==> config.mk <==
export PLATFORM = sky130hd
export DESIGN_NAME = fault_code_event_memory_unit_flat
export DESIGN_NICKNAME = d
export VERILOG_FILES = /design/src/rtl/core/fcem_pkg.sv /design/src/rtl/core/fcem_req_if.sv /design/src/rtl/core/fcem_rsp_if.sv /design/src/rtl/core/fcem_ram.sv /design/src/rtl/core/fcem_code_store.sv /design/src/rtl/core/fault_code_event_memory_unit.sv /design/src/flat_wrapper.sv
export VERILOG_INCLUDE_DIRS = /design/src /design/src/rtl/core
export SDC_FILE = /design/constraint.sdc
export NUM_CORES = 1
export LEC_CHECK = 0
export BUFFER_PORTS_ARGS = -buffer_cell sky130_fd_sc_hd__buf_2
export CAP_MARGIN = 20
export CORE_AREA = 2 2 244 246
export CTS_BUF_LIST = sky130_fd_sc_hd__clkbuf_8
export DETAILED_ROUTE_END_ITERATION = 10
export DIE_AREA = 0 0 246 248
export SETUP_SLACK_MARGIN = 0.3
export SLEW_MARGIN = 30
export SYNTH_ARGS = -nofsm -noshare
export SYNTH_HDL_FRONTEND = slang
export SYNTH_HIERARCHICAL = 1
export SYNTH_SLANG_ARGS = --single-unit
==> constraint.sdc <==
create_clock -name clock -period 3.75 [get_ports clock]
set_input_delay 0.375 -clock clock [delete_from_list [all_inputs] [get_ports clock]]
set_output_delay 0.375 -clock clock [all_outputs]
set_load 0.05 [all_outputs]
==> src/rtl/core/fault_code_event_memory_unit_defines.svh <==
// Assertion macros shared by the fault code event memory RTL.
// Included by the modules that carry concurrent assertions; no other dependencies.
`ifndef FAULT_CODE_EVENT_MEMORY_UNIT_DEFINES_SVH
`define FAULT_CODE_EVENT_MEMORY_UNIT_DEFINES_SVH

// Same-cycle implication, sampled on clock and switched off while reset is high.
`define FCEM_ASSERT_IMPLIES(label, ante, cons, msg) \
   label: assert property (@(posedge clock) disable iff (reset) (ante) |-> (cons)) \
      else $error(msg);

// Next-cycle implication, sampled on clock and switched off while reset is high.
`define FCEM_ASSERT_NEXT(label, ante, cons, msg) \
   label: assert property (@(posedge clock) disable iff (reset) (ante) |=> (cons)) \
      else $error(msg);

`endif

==> src/rtl/core/fcem_pkg.sv <==
// Package for the fault code event memory: field widths, codes and shared types.
// No dependencies; the interfaces, the code store, the unit and the testbench import it.
`timescale 1ns / 1ps
`default_nettype none

package fcem_pkg;

   localparam int DTC_W      = 5;
   localparam int BYTE_W     = 8;
   localparam int WORD_W     = 32;
   localparam int CNT_W      = 8;
   localparam int SLOT_OUT_W = 2;
   localparam int MAX_FRAMES = 8;

   // Frame record: voltage, speed, rpm, ignition, gear (gear in the low byte),
   // then reason word, then timestamp.
   localparam int SIG_W   = 5 * BYTE_W;
   localparam int FRAME_W = SIG_W + 2 * WORD_W;

   localparam logic [SLOT_OUT_W-1:0] NO_SLOT = 2'd3;

   localparam logic MODE_REPORT = 1'b0;
   localparam logic MODE_CLEAR  = 1'b1;

   // One code's record. Bit k of occupied is set when slot k holds a frame
   // whose gear byte is nonzero.
   typedef struct packed {
      logic [CNT_W-1:0]      count;
      logic                  active;
      logic [MAX_FRAMES-1:0] occupied;
   } entry_type;

   typedef struct packed {
      logic rd_en;
      logic wr_en;
      logic clear_all;
   } store_ctl_type;

endpackage

`default_nettype wire

==> src/rtl/core/fcem_req_if.sv <==
// Request channel of the fault code event memory: valid/ready plus report fields.
// Depends on fcem_pkg for the field widths.
`timescale 1ns / 1ps
`default_nettype none

interface fcem_req_if;
   import fcem_pkg::*;

   logic              valid;
   logic              ready;
   logic              mode;
   logic [DTC_W-1:0]  dtc_id;
   logic              fault_active;
   logic [WORD_W-1:0] reason;
   logic [BYTE_W-1:0] gear;
   logic [BYTE_W-1:0] ignition;
   logic [BYTE_W-1:0] rpm;
   logic [BYTE_W-1:0] speed;
   logic [WORD_W-1:0] timestamp;
   logic [BYTE_W-1:0] supply_voltage;

   modport source (
      output valid, mode, dtc_id, fault_active, reason, gear, ignition, rpm, speed,
             timestamp, supply_voltage,
      input  ready
   );

   modport sink (
      input  valid, mode, dtc_id, fault_active, reason, gear, ignition, rpm, speed,
             timestamp, supply_voltage,
      output ready
   );

endinterface

`default_nettype wire

==> src/rtl/core/fcem_rsp_if.sv <==
// Response channel of the fault code event memory: valid/ready plus result fields.
// Depends on fcem_pkg for the field widths.
`timescale 1ns / 1ps
`default_nettype none

interface fcem_rsp_if;
   import fcem_pkg::*;

   logic                  valid;
   logic                  ready;
   logic                  notify;
   logic [DTC_W-1:0]      notified_id;
   logic [CNT_W-1:0]      occurrence_count;
   logic [SLOT_OUT_W-1:0] frame_slot;
   logic                  active_now;

   modport source (
      output valid, notify, notified_id, occurrence_count, frame_slot, active_now,
      input  ready
   );

   modport sink (
      input  valid, notify, notified_id, occurrence_count, frame_slot, active_now,
      output ready
   );

endinterface

`default_nettype wire

==> src/rtl/core/fcem_ram.sv <==
// Generic single-write, single-read synchronous RAM with a registered read port.
// No dependencies.
`timescale 1ns / 1ps
`default_nettype none

module fcem_ram #(
   parameter int WIDTH = 8,
   parameter int DEPTH = 32
) (
   input  wire logic                                      clock,
   input  wire logic                                      wr_en,
   input  wire logic [((DEPTH > 1) ? $clog2(DEPTH) : 1)-1:0] wr_addr,
   input  wire logic [WIDTH-1:0]                          wr_data,
   input  wire logic                                      rd_en,
   input  wire logic [((DEPTH > 1) ? $clog2(DEPTH) : 1)-1:0] rd_addr,
   output      logic [WIDTH-1:0]                          rd_data
);

   logic [WIDTH-1:0] mem [DEPTH];
   logic [WIDTH-1:0] rd_data_ff;

   always_ff @(posedge clock) begin
      if (wr_en) begin
         mem[wr_addr] <= wr_data;
      end
      if (rd_en) begin
         rd_data_ff <= mem[rd_addr];
      end
   end

   assign rd_data = rd_data_ff;

endmodule

`default_nettype wire

==> src/rtl/core/fcem_code_store.sv <==
// Per-code record store: counter, active flag and slot occupancy in one RAM,
// with a valid bit per code so reset and clear take effect at once. Uses fcem_ram.
`timescale 1ns / 1ps
`default_nettype none

module fcem_code_store #(
   parameter int NUM_CODES = 32
) (
   input  wire logic                                              clock,
   input  wire logic                                              reset,
   input  wire fcem_pkg::store_ctl_type                           ctl,
   input  wire logic [((NUM_CODES > 1) ? $clog2(NUM_CODES) : 1)-1:0] rd_addr,
   input  wire logic [((NUM_CODES > 1) ? $clog2(NUM_CODES) : 1)-1:0] wr_addr,
   input  wire fcem_pkg::entry_type                               wr_data,
   output      fcem_pkg::entry_type                               rd_data
);
   import fcem_pkg::*;

   localparam int ENTRY_W = $bits(entry_type);

   logic [NUM_CODES-1:0] valid_ff;
   logic [NUM_CODES-1:0] valid_in;
   logic                 rd_valid_ff;
   logic [ENTRY_W-1:0]   ram_q;

   fcem_ram #(
      .WIDTH (ENTRY_W),
      .DEPTH (NUM_CODES)
   ) u_ram (
      .clock   (clock),
      .wr_en   (ctl.wr_en),
      .wr_addr (wr_addr),
      .wr_data (wr_data),
      .rd_en   (ctl.rd_en),
      .rd_addr (rd_addr),
      .rd_data (ram_q)
   );

   // A code never written since the last reset or clear reads as all zero.
   always_comb begin
      valid_in = valid_ff;
      if (ctl.clear_all) begin
         valid_in = '0;
      end else if (ctl.wr_en) begin
         valid_in[wr_addr] = 1'b1;
      end
   end

   always_ff @(posedge clock) begin
      if (reset) begin
         valid_ff    <= '0;
         rd_valid_ff <= 1'b0;
      end else begin
         valid_ff <= valid_in;
         if (ctl.rd_en) begin
            rd_valid_ff <= valid_ff[rd_addr];
         end
      end
   end

   assign rd_data = rd_valid_ff ? entry_type'(ram_q) : '0;

endmodule

`default_nettype wire

==> src/rtl/core/fault_code_event_memory_unit.sv <==
// Fault code event memory: the code record is read when a request is accepted; write-back and
// response load follow in the next cycle, or later while the response is stalled. No new request
// is taken until the pending one has been written back and its response loaded.
// Reset is synchronous; it clears the sequencer, the response valid, the recording switch
// and the per-code valid bits, so the table reads as empty right after reset.
// Depends on fcem_pkg, the channel interfaces, fcem_code_store, fcem_ram and the macros.
`timescale 1ns / 1ps
`default_nettype none
`include "fault_code_event_memory_unit_defines.svh"

module fault_code_event_memory_unit #(
   parameter int NUM_CODES       = 32,
   parameter int FRAMES_PER_CODE = 3
) (
   input  wire logic   clock,
   input  wire logic   reset,
   input  wire logic   csr_we,
   input  wire logic   csr_wdata,
   fcem_req_if.sink    req_bus,
   fcem_rsp_if.source  rsp_bus
);
   import fcem_pkg::*;

   localparam int IDX_W  = (NUM_CODES > 1) ? $clog2(NUM_CODES) : 1;
   localparam int SLOT_W = (FRAMES_PER_CODE > 1) ? $clog2(FRAMES_PER_CODE) : 1;
   localparam int NUM_SLOTS = NUM_CODES * FRAMES_PER_CODE;
   localparam int FA_W   = (NUM_SLOTS > 1) ? $clog2(NUM_SLOTS) : 1;

   // Sequencer: IDLE takes a request and launches the record read; EXEC has the
   // record, waits until the response register is free, then writes back and
   // publishes the response.
   localparam logic ST_IDLE = 1'b0;
   localparam logic ST_EXEC = 1'b1;

   logic state_ff;
   logic state_in;

   // Recording switch from the control register.
   logic csr_disable_ff;

   // The pending request, captured at acceptance.
   logic              pend_mode_ff;
   logic [DTC_W-1:0]  pend_id_ff;
   logic              pend_present_ff;
   logic [WORD_W-1:0] pend_reason_ff;
   logic [SIG_W-1:0]  pend_sig_ff;
   logic [WORD_W-1:0] pend_time_ff;

   // Response register.
   logic                  rsp_valid_ff;
   logic                  rsp_notify_ff;
   logic [DTC_W-1:0]      rsp_id_ff;
   logic [CNT_W-1:0]      rsp_count_ff;
   logic [SLOT_OUT_W-1:0] rsp_slot_ff;
   logic                  rsp_active_ff;

   logic                  rsp_notify_in;
   logic [DTC_W-1:0]      rsp_id_in;
   logic [CNT_W-1:0]      rsp_count_in;
   logic [SLOT_OUT_W-1:0] rsp_slot_in;
   logic                  rsp_active_in;

   logic req_fire;
   logic out_free;
   logic exec_go;

   logic [IDX_W+DTC_W-1:0] req_id_ext;
   logic [IDX_W+DTC_W-1:0] pend_id_ext;
   logic [IDX_W-1:0]       req_idx;
   logic [IDX_W-1:0]       pend_idx;

   store_ctl_type store_ctl;
   entry_type     entry_rd;
   entry_type     entry_wr;

   logic               frame_we;
   logic [FA_W-1:0]    frame_addr;
   logic [FRAME_W-1:0] frame_data;

   assign req_fire       = req_bus.valid && req_bus.ready;
   assign req_bus.ready  = (state_ff == ST_IDLE);
   assign out_free       = !rsp_valid_ff || rsp_bus.ready;
   assign exec_go        = (state_ff == ST_EXEC) && out_free;

   // Code indexes are zero-extended before trimming so any table size works.
   assign req_id_ext  = {{IDX_W{1'b0}}, req_bus.dtc_id};
   assign pend_id_ext = {{IDX_W{1'b0}}, pend_id_ff};
   assign req_idx     = req_id_ext[IDX_W-1:0];
   assign pend_idx    = pend_id_ext[IDX_W-1:0];

   assign frame_data = {pend_sig_ff, pend_reason_ff, pend_time_ff};

   fcem_code_store #(
      .NUM_CODES (NUM_CODES)
   ) u_code_store (
      .clock   (clock),
      .reset   (reset),
      .ctl     (store_ctl),
      .rd_addr (req_idx),
      .wr_addr (pend_idx),
      .wr_data (entry_wr),
      .rd_data (entry_rd)
   );

   // Freeze-frame storage. Whether a slot is taken is tracked in the code record,
   // so this memory is only written; a slot's contents matter only while its
   // occupancy bit is set.
   fcem_ram #(
      .WIDTH (FRAME_W),
      .DEPTH (NUM_SLOTS)
   ) u_frame_ram (
      .clock   (clock),
      .wr_en   (frame_we),
      .wr_addr (frame_addr),
      .wr_data (frame_data),
      .rd_en   (1'b0),
      .rd_addr ('0),
      .rd_data ()
   );

   // Record update. The next request is taken only after this write-back, so a
   // read never overlaps an unfinished write of the same code.
   always_comb begin
      logic                  id_ok;
      logic                  found;
      logic [SLOT_W-1:0]     k_sel;
      logic [MAX_FRAMES-1:0] occ_set;

      id_ok   = (int'(pend_id_ff) < NUM_CODES);
      found   = 1'b0;
      k_sel   = '0;
      occ_set = '0;

      store_ctl.rd_en     = req_fire;
      store_ctl.wr_en     = 1'b0;
      store_ctl.clear_all = 1'b0;
      entry_wr            = entry_rd;
      frame_we            = 1'b0;
      frame_addr          = '0;

      rsp_notify_in = 1'b0;
      rsp_id_in     = '0;
      rsp_count_in  = '0;
      rsp_slot_in   = NO_SLOT;
      rsp_active_in = 1'b0;

      // First slot whose gear byte was zero when stored, or never stored.
      for (int k = 0; k < FRAMES_PER_CODE; k++) begin
         if (!found && !entry_rd.occupied[k]) begin
            found = 1'b1;
            k_sel = SLOT_W'(k);
         end
      end

      if (pend_mode_ff == MODE_CLEAR) begin
         // Table clear: all valid bits drop at once; recording switch ignored.
         store_ctl.clear_all = exec_go;
      end else if (!id_ok) begin
         // Code outside the table: nothing happens; the result is all zero but for the slot, NO_SLOT.
      end else if (csr_disable_ff) begin
         rsp_count_in  = entry_rd.count;
         rsp_active_in = entry_rd.active;
      end else if (!pend_present_ff) begin
         // Fault gone: only the active flag drops.
         store_ctl.wr_en = exec_go;
         entry_wr.active = 1'b0;
         rsp_count_in    = entry_rd.count;
      end else begin
         // Fault present: count it, mark it active and keep a freeze frame if a
         // slot is free. A frame with a zero gear byte leaves its slot empty.
         store_ctl.wr_en = exec_go;
         entry_wr.count  = entry_rd.count + CNT_W'(1);
         entry_wr.active = 1'b1;
         if (found) begin
            occ_set           = MAX_FRAMES'(pend_sig_ff[BYTE_W-1:0] != '0) << k_sel;
            entry_wr.occupied = entry_rd.occupied | occ_set;
            frame_we          = exec_go;
            frame_addr        = FA_W'(int'(pend_idx) * FRAMES_PER_CODE) + FA_W'(k_sel);
            rsp_slot_in       = SLOT_OUT_W'(k_sel);
         end
         rsp_notify_in = 1'b1;
         rsp_id_in     = pend_id_ff;
         rsp_count_in  = entry_wr.count;
         rsp_active_in = 1'b1;
      end
   end

   always_comb begin
      state_in = state_ff;
      if (req_fire) begin
         state_in = ST_EXEC;
      end else if (exec_go) begin
         state_in = ST_IDLE;
      end
   end

   always_ff @(posedge clock) begin
      if (reset) begin
         state_ff       <= ST_IDLE;
         csr_disable_ff <= 1'b0;
         rsp_valid_ff   <= 1'b0;
      end else begin
         state_ff <= state_in;
         if (csr_we) begin
            csr_disable_ff <= csr_wdata;
         end
         if (exec_go) begin
            rsp_valid_ff <= 1'b1;
         end else if (rsp_bus.ready) begin
            rsp_valid_ff <= 1'b0;
         end
      end
   end

   // Payload registers carry no reset.
   always_ff @(posedge clock) begin
      if (req_fire) begin
         pend_mode_ff    <= req_bus.mode;
         pend_id_ff      <= req_bus.dtc_id;
         pend_present_ff <= req_bus.fault_active;
         pend_reason_ff  <= req_bus.reason;
         pend_sig_ff     <= {req_bus.supply_voltage, req_bus.speed, req_bus.rpm,
                             req_bus.ignition, req_bus.gear};
         pend_time_ff    <= req_bus.timestamp;
      end
      if (exec_go) begin
         rsp_notify_ff <= rsp_notify_in;
         rsp_id_ff     <= rsp_id_in;
         rsp_count_ff  <= rsp_count_in;
         rsp_slot_ff   <= rsp_slot_in;
         rsp_active_ff <= rsp_active_in;
      end
   end

   assign rsp_bus.valid            = rsp_valid_ff;
   assign rsp_bus.notify           = rsp_notify_ff;
   assign rsp_bus.notified_id      = rsp_id_ff;
   assign rsp_bus.occurrence_count = rsp_count_ff;
   assign rsp_bus.frame_slot       = rsp_slot_ff;
   assign rsp_bus.active_now       = rsp_active_ff;

   `FCEM_ASSERT_NEXT(a_accept_to_exec, req_fire, state_ff == ST_EXEC, "accept did not start update")
   `FCEM_ASSERT_NEXT(a_exec_publishes, exec_go, rsp_valid_ff, "update did not publish response")
   `FCEM_ASSERT_IMPLIES(a_write_in_exec, store_ctl.wr_en || frame_we, exec_go && !pend_mode_ff, "record write outside update")
   `FCEM_ASSERT_IMPLIES(a_notify_active, rsp_valid_ff && rsp_notify_ff, rsp_active_ff, "notification without active flag")

endmodule

`default_nettype wire

==> src/flat_wrapper.sv <==
// flat-port wrapper written by rule: the top's interface ports become plain ports
module fault_code_event_memory_unit_flat import fcem_pkg::*;
#(
   parameter int NUM_CODES       = 32,
   parameter int FRAMES_PER_CODE = 3
)
  (clock, reset, csr_we, csr_wdata, req_bus_valid, req_bus_mode, req_bus_dtc_id, req_bus_fault_active, req_bus_reason, req_bus_gear, req_bus_ignition, req_bus_rpm, req_bus_speed, req_bus_timestamp, req_bus_supply_voltage, req_bus_ready, rsp_bus_valid, rsp_bus_notify, rsp_bus_notified_id, rsp_bus_occurrence_count, rsp_bus_frame_slot, rsp_bus_active_now, rsp_bus_ready);
  fcem_req_if req_bus_i ();
  fcem_rsp_if rsp_bus_i ();
  input  wire logic clock;
  input  wire logic reset;
  input  wire logic csr_we;
  input  wire logic csr_wdata;
  input wire logic [$bits(req_bus_i.valid)-1:0] req_bus_valid;
  input wire logic [$bits(req_bus_i.mode)-1:0] req_bus_mode;
  input wire logic [$bits(req_bus_i.dtc_id)-1:0] req_bus_dtc_id;
  input wire logic [$bits(req_bus_i.fault_active)-1:0] req_bus_fault_active;
  input wire logic [$bits(req_bus_i.reason)-1:0] req_bus_reason;
  input wire logic [$bits(req_bus_i.gear)-1:0] req_bus_gear;
  input wire logic [$bits(req_bus_i.ignition)-1:0] req_bus_ignition;
  input wire logic [$bits(req_bus_i.rpm)-1:0] req_bus_rpm;
  input wire logic [$bits(req_bus_i.speed)-1:0] req_bus_speed;
  input wire logic [$bits(req_bus_i.timestamp)-1:0] req_bus_timestamp;
  input wire logic [$bits(req_bus_i.supply_voltage)-1:0] req_bus_supply_voltage;
  output wire logic [$bits(req_bus_i.ready)-1:0] req_bus_ready;
  output wire logic [$bits(rsp_bus_i.valid)-1:0] rsp_bus_valid;
  output wire logic [$bits(rsp_bus_i.notify)-1:0] rsp_bus_notify;
  output wire logic [$bits(rsp_bus_i.notified_id)-1:0] rsp_bus_notified_id;
  output wire logic [$bits(rsp_bus_i.occurrence_count)-1:0] rsp_bus_occurrence_count;
  output wire logic [$bits(rsp_bus_i.frame_slot)-1:0] rsp_bus_frame_slot;
  output wire logic [$bits(rsp_bus_i.active_now)-1:0] rsp_bus_active_now;
  input wire logic [$bits(rsp_bus_i.ready)-1:0] rsp_bus_ready;
  assign req_bus_i.valid = req_bus_valid;
  assign req_bus_i.mode = req_bus_mode;
  assign req_bus_i.dtc_id = req_bus_dtc_id;
  assign req_bus_i.fault_active = req_bus_fault_active;
  assign req_bus_i.reason = req_bus_reason;
  assign req_bus_i.gear = req_bus_gear;
  assign req_bus_i.ignition = req_bus_ignition;
  assign req_bus_i.rpm = req_bus_rpm;
  assign req_bus_i.speed = req_bus_speed;
  assign req_bus_i.timestamp = req_bus_timestamp;
  assign req_bus_i.supply_voltage = req_bus_supply_voltage;
  assign req_bus_ready = req_bus_i.ready;
  assign rsp_bus_valid = rsp_bus_i.valid;
  assign rsp_bus_notify = rsp_bus_i.notify;
  assign rsp_bus_notified_id = rsp_bus_i.notified_id;
  assign rsp_bus_occurrence_count = rsp_bus_i.occurrence_count;
  assign rsp_bus_frame_slot = rsp_bus_i.frame_slot;
  assign rsp_bus_active_now = rsp_bus_i.active_now;
  assign rsp_bus_i.ready = rsp_bus_ready;
  fault_code_event_memory_unit #(.NUM_CODES(NUM_CODES), .FRAMES_PER_CODE(FRAMES_PER_CODE)) u_core (.clock(clock), .reset(reset), .csr_we(csr_we), .csr_wdata(csr_wdata), .req_bus(req_bus_i), .rsp_bus(rsp_bus_i));
endmodule
==> out/metrics.csv, run 1 <==
metric,value,unit
GR Util All Layers,13.8,%
leakage,7.67,nW
CP bufs+invs,3,
clk buf depth,3,
pin count of the biggest net entering global routing,55,
CP Capture Type,flip-flop,
CP max FO,19,
first-pass GRT wire length,63400,µm
Vias,10357,
I/O pins,136,
Final Skew,0.0247,ns
die height,248,µm
setup TNS,0,ns
DRT iter0 DRCs,740,
input/output buffers,39,
Detail Route Antenna Nets,0,
slowest CP cell,or3b_2,
arrival time worst endpoint,2.95,ns
crit path kind,reg2reg,
vias in the first global route,10325,
highest clock rate,372,MHz
max-cap violations,0,
gpl congestion,0.751,
starting density of the core,32.0,%
Worst setup SP type,flip-flop,
critical path's top delay family,simple AND/OR/NAND/NOR gates,
initial antenna violation count,0,
routed wire length,42300,µm
H-tree levels,3,
Resize count post-CTS,0,
PwrDens,483,nW/µm²
Slew Limit Fails,0,
"Req. time, crit path",4.01,ns
share of cells above drive strength 1,16.4,%
TritonRoute pass-1 iters,6,
Area after DPL,20000,µm²
post-DR wirelength/cell,20.0,µm
"Reg clk slew, reported paths",0.06,ns
DP Wirelength,25300,µm
Die Wd,246,µm
Final setup viols,0,
CTS sink cnt,464,
syn avg cell area,15.8,µm²
Tmin final,2.69,ns
VDD IR max,0.222,mV
Cells after Synth,1181,
Fin. Hold Viols,0,
Worst-Skew Late Latency,0.59,ns
CP Cell Sequence,nand2b_1 > and2_1 > buf_4 > nor3b_1 > buf_4 > or3b_2 > nor2_1 > buf_4,
r2r setup slk,1.06,ns
grt ovf,0,
row cnt,89,
slew margin rel.,44.9,%
Core ar.,58500,µm²
Hold Crit Class,in2reg,
die footprint,61000,µm²
P&R area growth vs syn,14.4,%
Finished Cell Area,21400,µm²
critical path's largest stage delay,0.60,ns
Root Driver,clkbuf_8,
Post-route DRC,0,
number of CTS-inserted buffers,73,
DR vias/cell,4.91,
RSZ-0062 raised after global routing,false,
cell mode on critical path,buf_4,
TritonCTS clock tree,built,
Post-Syn Nets,1299,
Final period util,71.7,%
worst-margin pin slew,0.826,ns
nets@finish,1410,
Syn Std Cell Area,18700,µm²
outcome,finished clean,
Yosys Warn Count,6,
[sequential cells by signal, indices dropped and copies added, names as in the netlist]
name / cells
u_core/state_ff: 1
u_core/pend_id_ff: 5
u_core/rsp_bus.notify: 1
u_core/u_code_store/u_ram/rd_data: 12
u_core/u_code_store/u_ram/mem: 384
u_core/rsp_bus.notified_id: 5
u_core/rsp_bus.active_now: 1
u_core/pend_mode_ff: 1
u_core/rsp_bus.valid: 1
u_core/pend_present_ff: 1
u_core/u_code_store/rd_valid_ff: 1
u_core/rsp_bus.occurrence_count: 8
u_core/csr_disable_ff: 1
u_core/u_code_store/valid_ff: 32
u_core/pend_sig_ff: 8
u_core/rsp_bus.frame_slot: 2
[layout by cell type, fill, tap and decap left out, types with 13 or more instances in the layout]
cell	n
dlygate4sd3_1	13
and2_1	19
nor3_1	17
nor2_1	75
clkbuf_8	79
nand2_1	38
a21oi_1	64
inv_1	28
a22oi_1	51
buf_4	62
dfxtp_1	36
a22o_1	25
edfxtp_1	428
nand3_1	29
buf_2	38
mux2i_1	210
[final cells by class]
| cell class | instances | area, µm² |
|---|---|---|
| antenna | 1 | 2.50 |
| clock buffer | 79 | 1090 |
| clock inverter | 41 | 218 |
| fill | 5479 | 37100 |
| inverter | 4 | 15.0 |
| multi-input combinational | 629 | 4620 |
| sequential | 464 | 13600 |
| tap | 773 | 967 |
| timing repair buffer | 120 | 921 |
[power by group]
group / switching [mW] / internal, mW
Clock: 1.85 / 2.05
Sequential: 0.0337 / 5.74
Combinational: 0.463 / 0.210
[metal layers]
metal  wire, µm  up-vias  global-route usage [%]
met5          0        -                       0
met4        806        0                    4.26
met3       2270       62                    2.39
met2      20500      272                    23.1
met1      18700     5247                    18.4
li1           -     4776                       -
[worst register-to-register path: stages (launching register included)]
cell and delay, ns:
dfxtp_1 0.31, nand2b_1 0.09, and2_1 0.13, buf_4 0.26
nor3b_1 0.32, buf_4 0.22, or3b_2 0.61, nor2_1 0.15
buf_4 0.27
[repair_timing]
action,in CTS,in global routing
hold endpoints to repair,14,0
setup buffers,0,0
hold buffers,13,0
[path summary, 6_finish.rpt]
kind,end,depth (start not counted),start
hold / removal,u_core/state_ff,3,req_bus_valid
hold reg to reg,u_core/u_code_store/valid_ff[24],2,u_core/u_code_store/valid_ff[24]
setup reg to reg,u_core/u_code_store/u_ram/mem[16][8],8,u_core/rsp_bus.valid
setup / recovery,u_core/u_code_store/u_ram/mem[16][8],8,u_core/rsp_bus.valid
[stage by stage]
stage,hold slack (ns),util [%],setup WS [ns],cells,power [mW]
after floorplan,0.436,-,0.479,1181,6.32
after global placement,0.448,34.2,0.967,1977,6.53
after detailed placement,0.457,34.2,0.947,1977,6.55
after CTS,0.00622,36.6,1.07,2110,10.4
after global routing,0.0429,36.6,0.906,2110,10.7
final,0.0491,36.6,1.06,2111,10.3
Power figures use the tool's default switching activity.
==> run 2: changes to the inputs <==
- clock period: 3.75 -> 2.5 ns (I/O delays scaled with it)
==> out/metrics.csv, run 2 (synthesis gave the netlist of run 1 again) <==
metric,value,unit
Vias,10579,
Finished Cell Area,22100,µm²
outcome,finished clean,
P&R area growth vs syn,18.3,%
grt ovf,0,
slew margin rel.,52.6,%
Filler cells,5448,
DRT iter0 DRCs,849,
nets@finish,1446,
crit path kind,reg2reg,
Die Wd,246,µm
input/output buffers,39,
fin cells,2159,
placed insts,1991,
post-DR wirelength/cell,19.8,µm
Hold Crit Class,in2reg,
starting density of the core,32.0,%
Ant. Diodes,0,
I/O pins,136,
PwrDens,705,nW/µm²
Worst-Skew Late Latency,0.62,ns
initial antenna violation count,0,
CP max FO,12,
Area after DPL,20300,µm²
die footprint,61000,µm²
Root Driver,clkbuf_8,
RSZ-0062 raised after global routing,false,
highest clock rate,467,MHz
leakage,7.92,nW
number of CTS-inserted buffers,74,
Worst setup SP type,flip-flop,
routed wire length,42800,µm
Fin. Hold Viols,0,
CTS sink cnt,464,
arrival time worst endpoint,2.46,ns
"commonest non-fill, non-tap cell in the layout",edfxtp_1,
GR Util All Layers,13.9,%
Min Hold Slack,0.0618,ns
clk buf depth,3,
max-cap violations,0,
setup TNS,0,ns
post-layout power,15.6,mW
gpl congestion,0.756,
Tmin final,2.14,ns
Final period util,85.7,%
Detail Route Antenna Nets,0,
share of cells above drive strength 1,21.3,%
"Req. time, crit path",2.82,ns
"Reg clk slew, reported paths",0.05,ns
most frequent cells in the layout,"edfxtp_1, mux2i_1, clkbuf_8, buf_4, a21oi_1",
die height,248,µm
DR vias/cell,4.90,
hold path cells,1,
Core ar.,58500,µm²
row cnt,89,
Final setup viols,0,
max reg flops,384,
Reg with most FFs,u_core/u_code_store/u_ram/mem,
DP Wirelength,25100,µm
TritonCTS clock tree,built,
Post-route DRC,0,
H-tree levels,3,
pin count of the biggest net entering global routing,60,
vias in the first global route,10510,
Worst R2R Path Depth,7,
TritonRoute pass-1 iters,7,
Final Skew,0.0384,ns
CP Capture Type,flip-flop,
Slew Limit Fails,0,
VDD IR max,0.335,mV
first-pass GRT wire length,63800,µm
worst-margin pin slew,0.710,ns
-- run 2: metal layers --
metal	global-route usage [%]	routed length (µm)	vias to the layer above
met5	0	0	-
met4	4.65	954	0
met3	2.77	2530	63
met2	22.7	20600	266
met1	18.6	18700	5387
li1	-	-	4863
-- run 2: final timing paths --
kind	start	endpoint	slack, ns
setup / recovery	u_core/rsp_bus.valid	u_core/u_code_store/u_ram/mem[24][9]	0.36
hold / removal	req_bus_dtc_id[4]	u_core/pend_id_ff[4]	0.06
setup reg to reg	u_core/rsp_bus.valid	u_core/u_code_store/u_ram/mem[24][9]	0.36
hold reg to reg	u_core/u_code_store/valid_ff[18]	u_core/u_code_store/valid_ff[18]	0.47
-- run 2: report_power, final --
part           total (mW)  switching, mW  leakage, nW  internal (mW)
logic                1.12          0.736         2.91          0.382
registers            8.64         0.0380         4.26           8.61
clock network        5.86           2.89        0.755           2.97
-- run 2: timing repair --
item,CTS,global route
hold endpoints to repair,16,0
endpoints found under the setup margin,106,201
hold buffers,17,0
cloned,1,0
pin swaps,7,2
gates resized for setup,2,7
buffers inserted,7,9
-- run 2: per-stage QoR --
| stage | worst slack (ns) | utilization, % |
|---|---|---|
| 5_1_grt | 0.287 | 37.9 |
| 3_3_place_gp | 0.180 | 34.8 |
| 6_report | 0.357 | 37.9 |
| 4_1_cts | 0.174 | 37.6 |
| 2_1_floorplan | 0.208 | - |
| 3_5_place_dp | 0.124 | 34.8 |
-- run 2: final cells by class --
cell class | instances | area (µm²) | share of cell area, %
clock inverter | 57 | 270 | 1.22
multi-input combinational | 630 | 4840 | 21.9
inverter | 4 | 15.0 | 0.0678
tap | 773 | 967 | 4.37
timing repair buffer | 154 | 1410 | 6.35
sequential | 464 | 13600 | 61.3
clock buffer | 77 | 1060 | 4.79
-- run 2: critical path: stages (launching register included) --
cell      delay, ns
dfxtp_4        0.35
nand2b_4       0.07
and2_4         0.14
nor3b_4        0.32
or3b_4         0.50
buf_4          0.19
nor2_4         0.12
buf_12         0.16
==> run 3: changes to the inputs <==
- RECOVER_POWER: unset -> 100
==> out/metrics.csv, run 3 (synthesis gave the netlist of run 1 again) <==
metric,value,unit
initial antenna violation count,0,
Filler cells,5516,
"commonest non-fill, non-tap cell in the layout",edfxtp_1,
routed wire length,42900,µm
Post-route DRC,0,
input/output buffers,39,
hold path cells,1,
DR vias/cell,4.88,
GR Util All Layers,13.9,%
starting density of the core,32.0,%
RSZ-0062 raised after global routing,false,
outcome,finished clean,
Slew Limit Fails,0,
PwrDens,712,nW/µm²
H-tree levels,3,
Hold Crit Class,in2reg,
Reg with most FFs,u_core/u_code_store/u_ram/mem,
CP max FO,12,
Detail Route Antenna Nets,0,
Ant. Diodes,0,
DRT iter0 DRCs,911,
Vias,10535,
die height,248,µm
Min Hold Slack,0.231,ns
pin count of the biggest net entering global routing,60,
CP Capture Type,flip-flop,
TritonRoute pass-1 iters,6,
max-cap violations,0,
number of CTS-inserted buffers,74,
Die Wd,246,µm
"Reg clk slew, reported paths",0.05,ns
P&R area growth vs syn,17.0,%
Worst R2R Path Depth,4,
Worst setup SP type,flip-flop,
die footprint,61000,µm²
setup TNS,0,ns
crit path kind,reg2reg,
row cnt,89,
arrival time worst endpoint,2.54,ns
Final period util,89.9,%
CTS sink cnt,464,
Root Driver,clkbuf_8,
vias in the first global route,10510,
Fin. Hold Viols,0,
grt ovf,0,
first-pass GRT wire length,63800,µm
Worst-Skew Late Latency,0.62,ns
nets@finish,1446,
Core ar.,58500,µm²
max reg flops,384,
gpl congestion,0.756,
share of cells above drive strength 1,17.4,%
leakage,7.75,nW
most frequent cells in the layout,"edfxtp_1, mux2i_1, clkbuf_8, a21oi_1, nor2_1",
DP Wirelength,25100,µm
Tmin final,2.25,ns
Final Skew,0.0386,ns
highest clock rate,445,MHz
clk buf depth,3,
TritonCTS clock tree,built,
post-DR wirelength/cell,19.9,µm
Final setup viols,0,
slew margin rel.,28.6,%
"Req. time, crit path",2.80,ns
worst-margin pin slew,1.07,ns
I/O pins,136,
VDD IR max,0.335,mV
==> run 3: changes by cell type in the layout (fill, tap and decap cells not counted), moves of 6 or more <==
| cell | previous run | this run |
|---|---|---|
| nor2_1 | 43 | 53 |
| clkbuf_4 | 0 | 6 |
| buf_4 | 74 | 39 |
| nor2_2 | 22 | 15 |
| clkbuf_2 | 0 | 18 |
| clkbuf_1 | 0 | 35 |
| buf_2 | 38 | 16 |
==> run 3: final timing paths <==
check / start / end / slack (ns)
setup reg to reg: u_core/pend_id_ff[2] / u_core/u_code_store/u_ram/mem[27][12] / 0.25
setup / recovery: u_core/pend_id_ff[2] / u_core/u_code_store/u_ram/mem[27][12] / 0.25
hold / removal: req_bus_dtc_id[4] / u_core/pend_id_ff[4] / 0.23
hold reg to reg: u_core/u_code_store/valid_ff[18] / u_core/u_code_store/valid_ff[18] / 0.46
==> run 3: per-stage QoR <==
| step | area, µm² | util (%) | cells | power, mW | worst slack [ns] |
|---|---|---|---|---|---|
| after detailed placement | 20300 | 34.8 | 1991 | 9.89 | 0.124 |
| after CTS | 22000 | 37.6 | 2150 | 15.8 | 0.174 |
| after global routing | 21900 | 37.5 | 2159 | 16.2 | 0.162 |
| after global placement | 20300 | 34.8 | 1991 | 9.86 | 0.180 |
| final | 21900 | 37.5 | 2159 | 15.6 | 0.253 |
| after floorplan | 19000 | - | 1181 | 9.49 | 0.208 |
==> run 3: cell type report <==
type	count	area, µm²	share of cell area (%)
clock buffers	77	1060	4.84
clock inverters	57	270	1.23
inverters	4	15.0	0.0686
multi-input cells	630	4750	21.7
flip-flops and latches	464	13600	62.0
well taps	773	967	4.42
repair buffers	154	1260	5.75
==> run 3: critical path, stage by stage, from the launching register on <==
cell	delay, ns
edfxtp_1	0.51
clkbuf_1	0.35
nand3b_1	0.44
nor2_1	0.35
buf_4	0.28
==> run 3: report_power, final <==
| part | leakage (nW) | total, mW | switching, mW | internal (mW) |
|---|---|---|---|---|
| Combinational | 2.73 | 1.08 | 0.727 | 0.353 |
| Clock | 0.755 | 5.86 | 2.89 | 2.97 |
| Sequential | 4.26 | 8.65 | 0.0371 | 8.61 |
==> run 3: routing by layer <==
layer | track usage, % | routed length [µm] | share of wire [%]
met1 | 18.6 | 19000 | 44
met2 | 22.7 | 20500 | 48
met4 | 4.65 | 1010 | 2.4
met5 | 0 | 0 | 0
met3 | 2.77 | 2420 | 5.6
==> run 3: timing repair <==
action | in CTS | in global routing
pin swaps | 7 | 2
gates cloned | 1 | 0
buffers inserted | 7 | 9
hold buffers | 17 | 0
hold endpoints to repair | 16 | 0
resized for setup | 2 | 7
setup endpoints to repair | 106 | 201
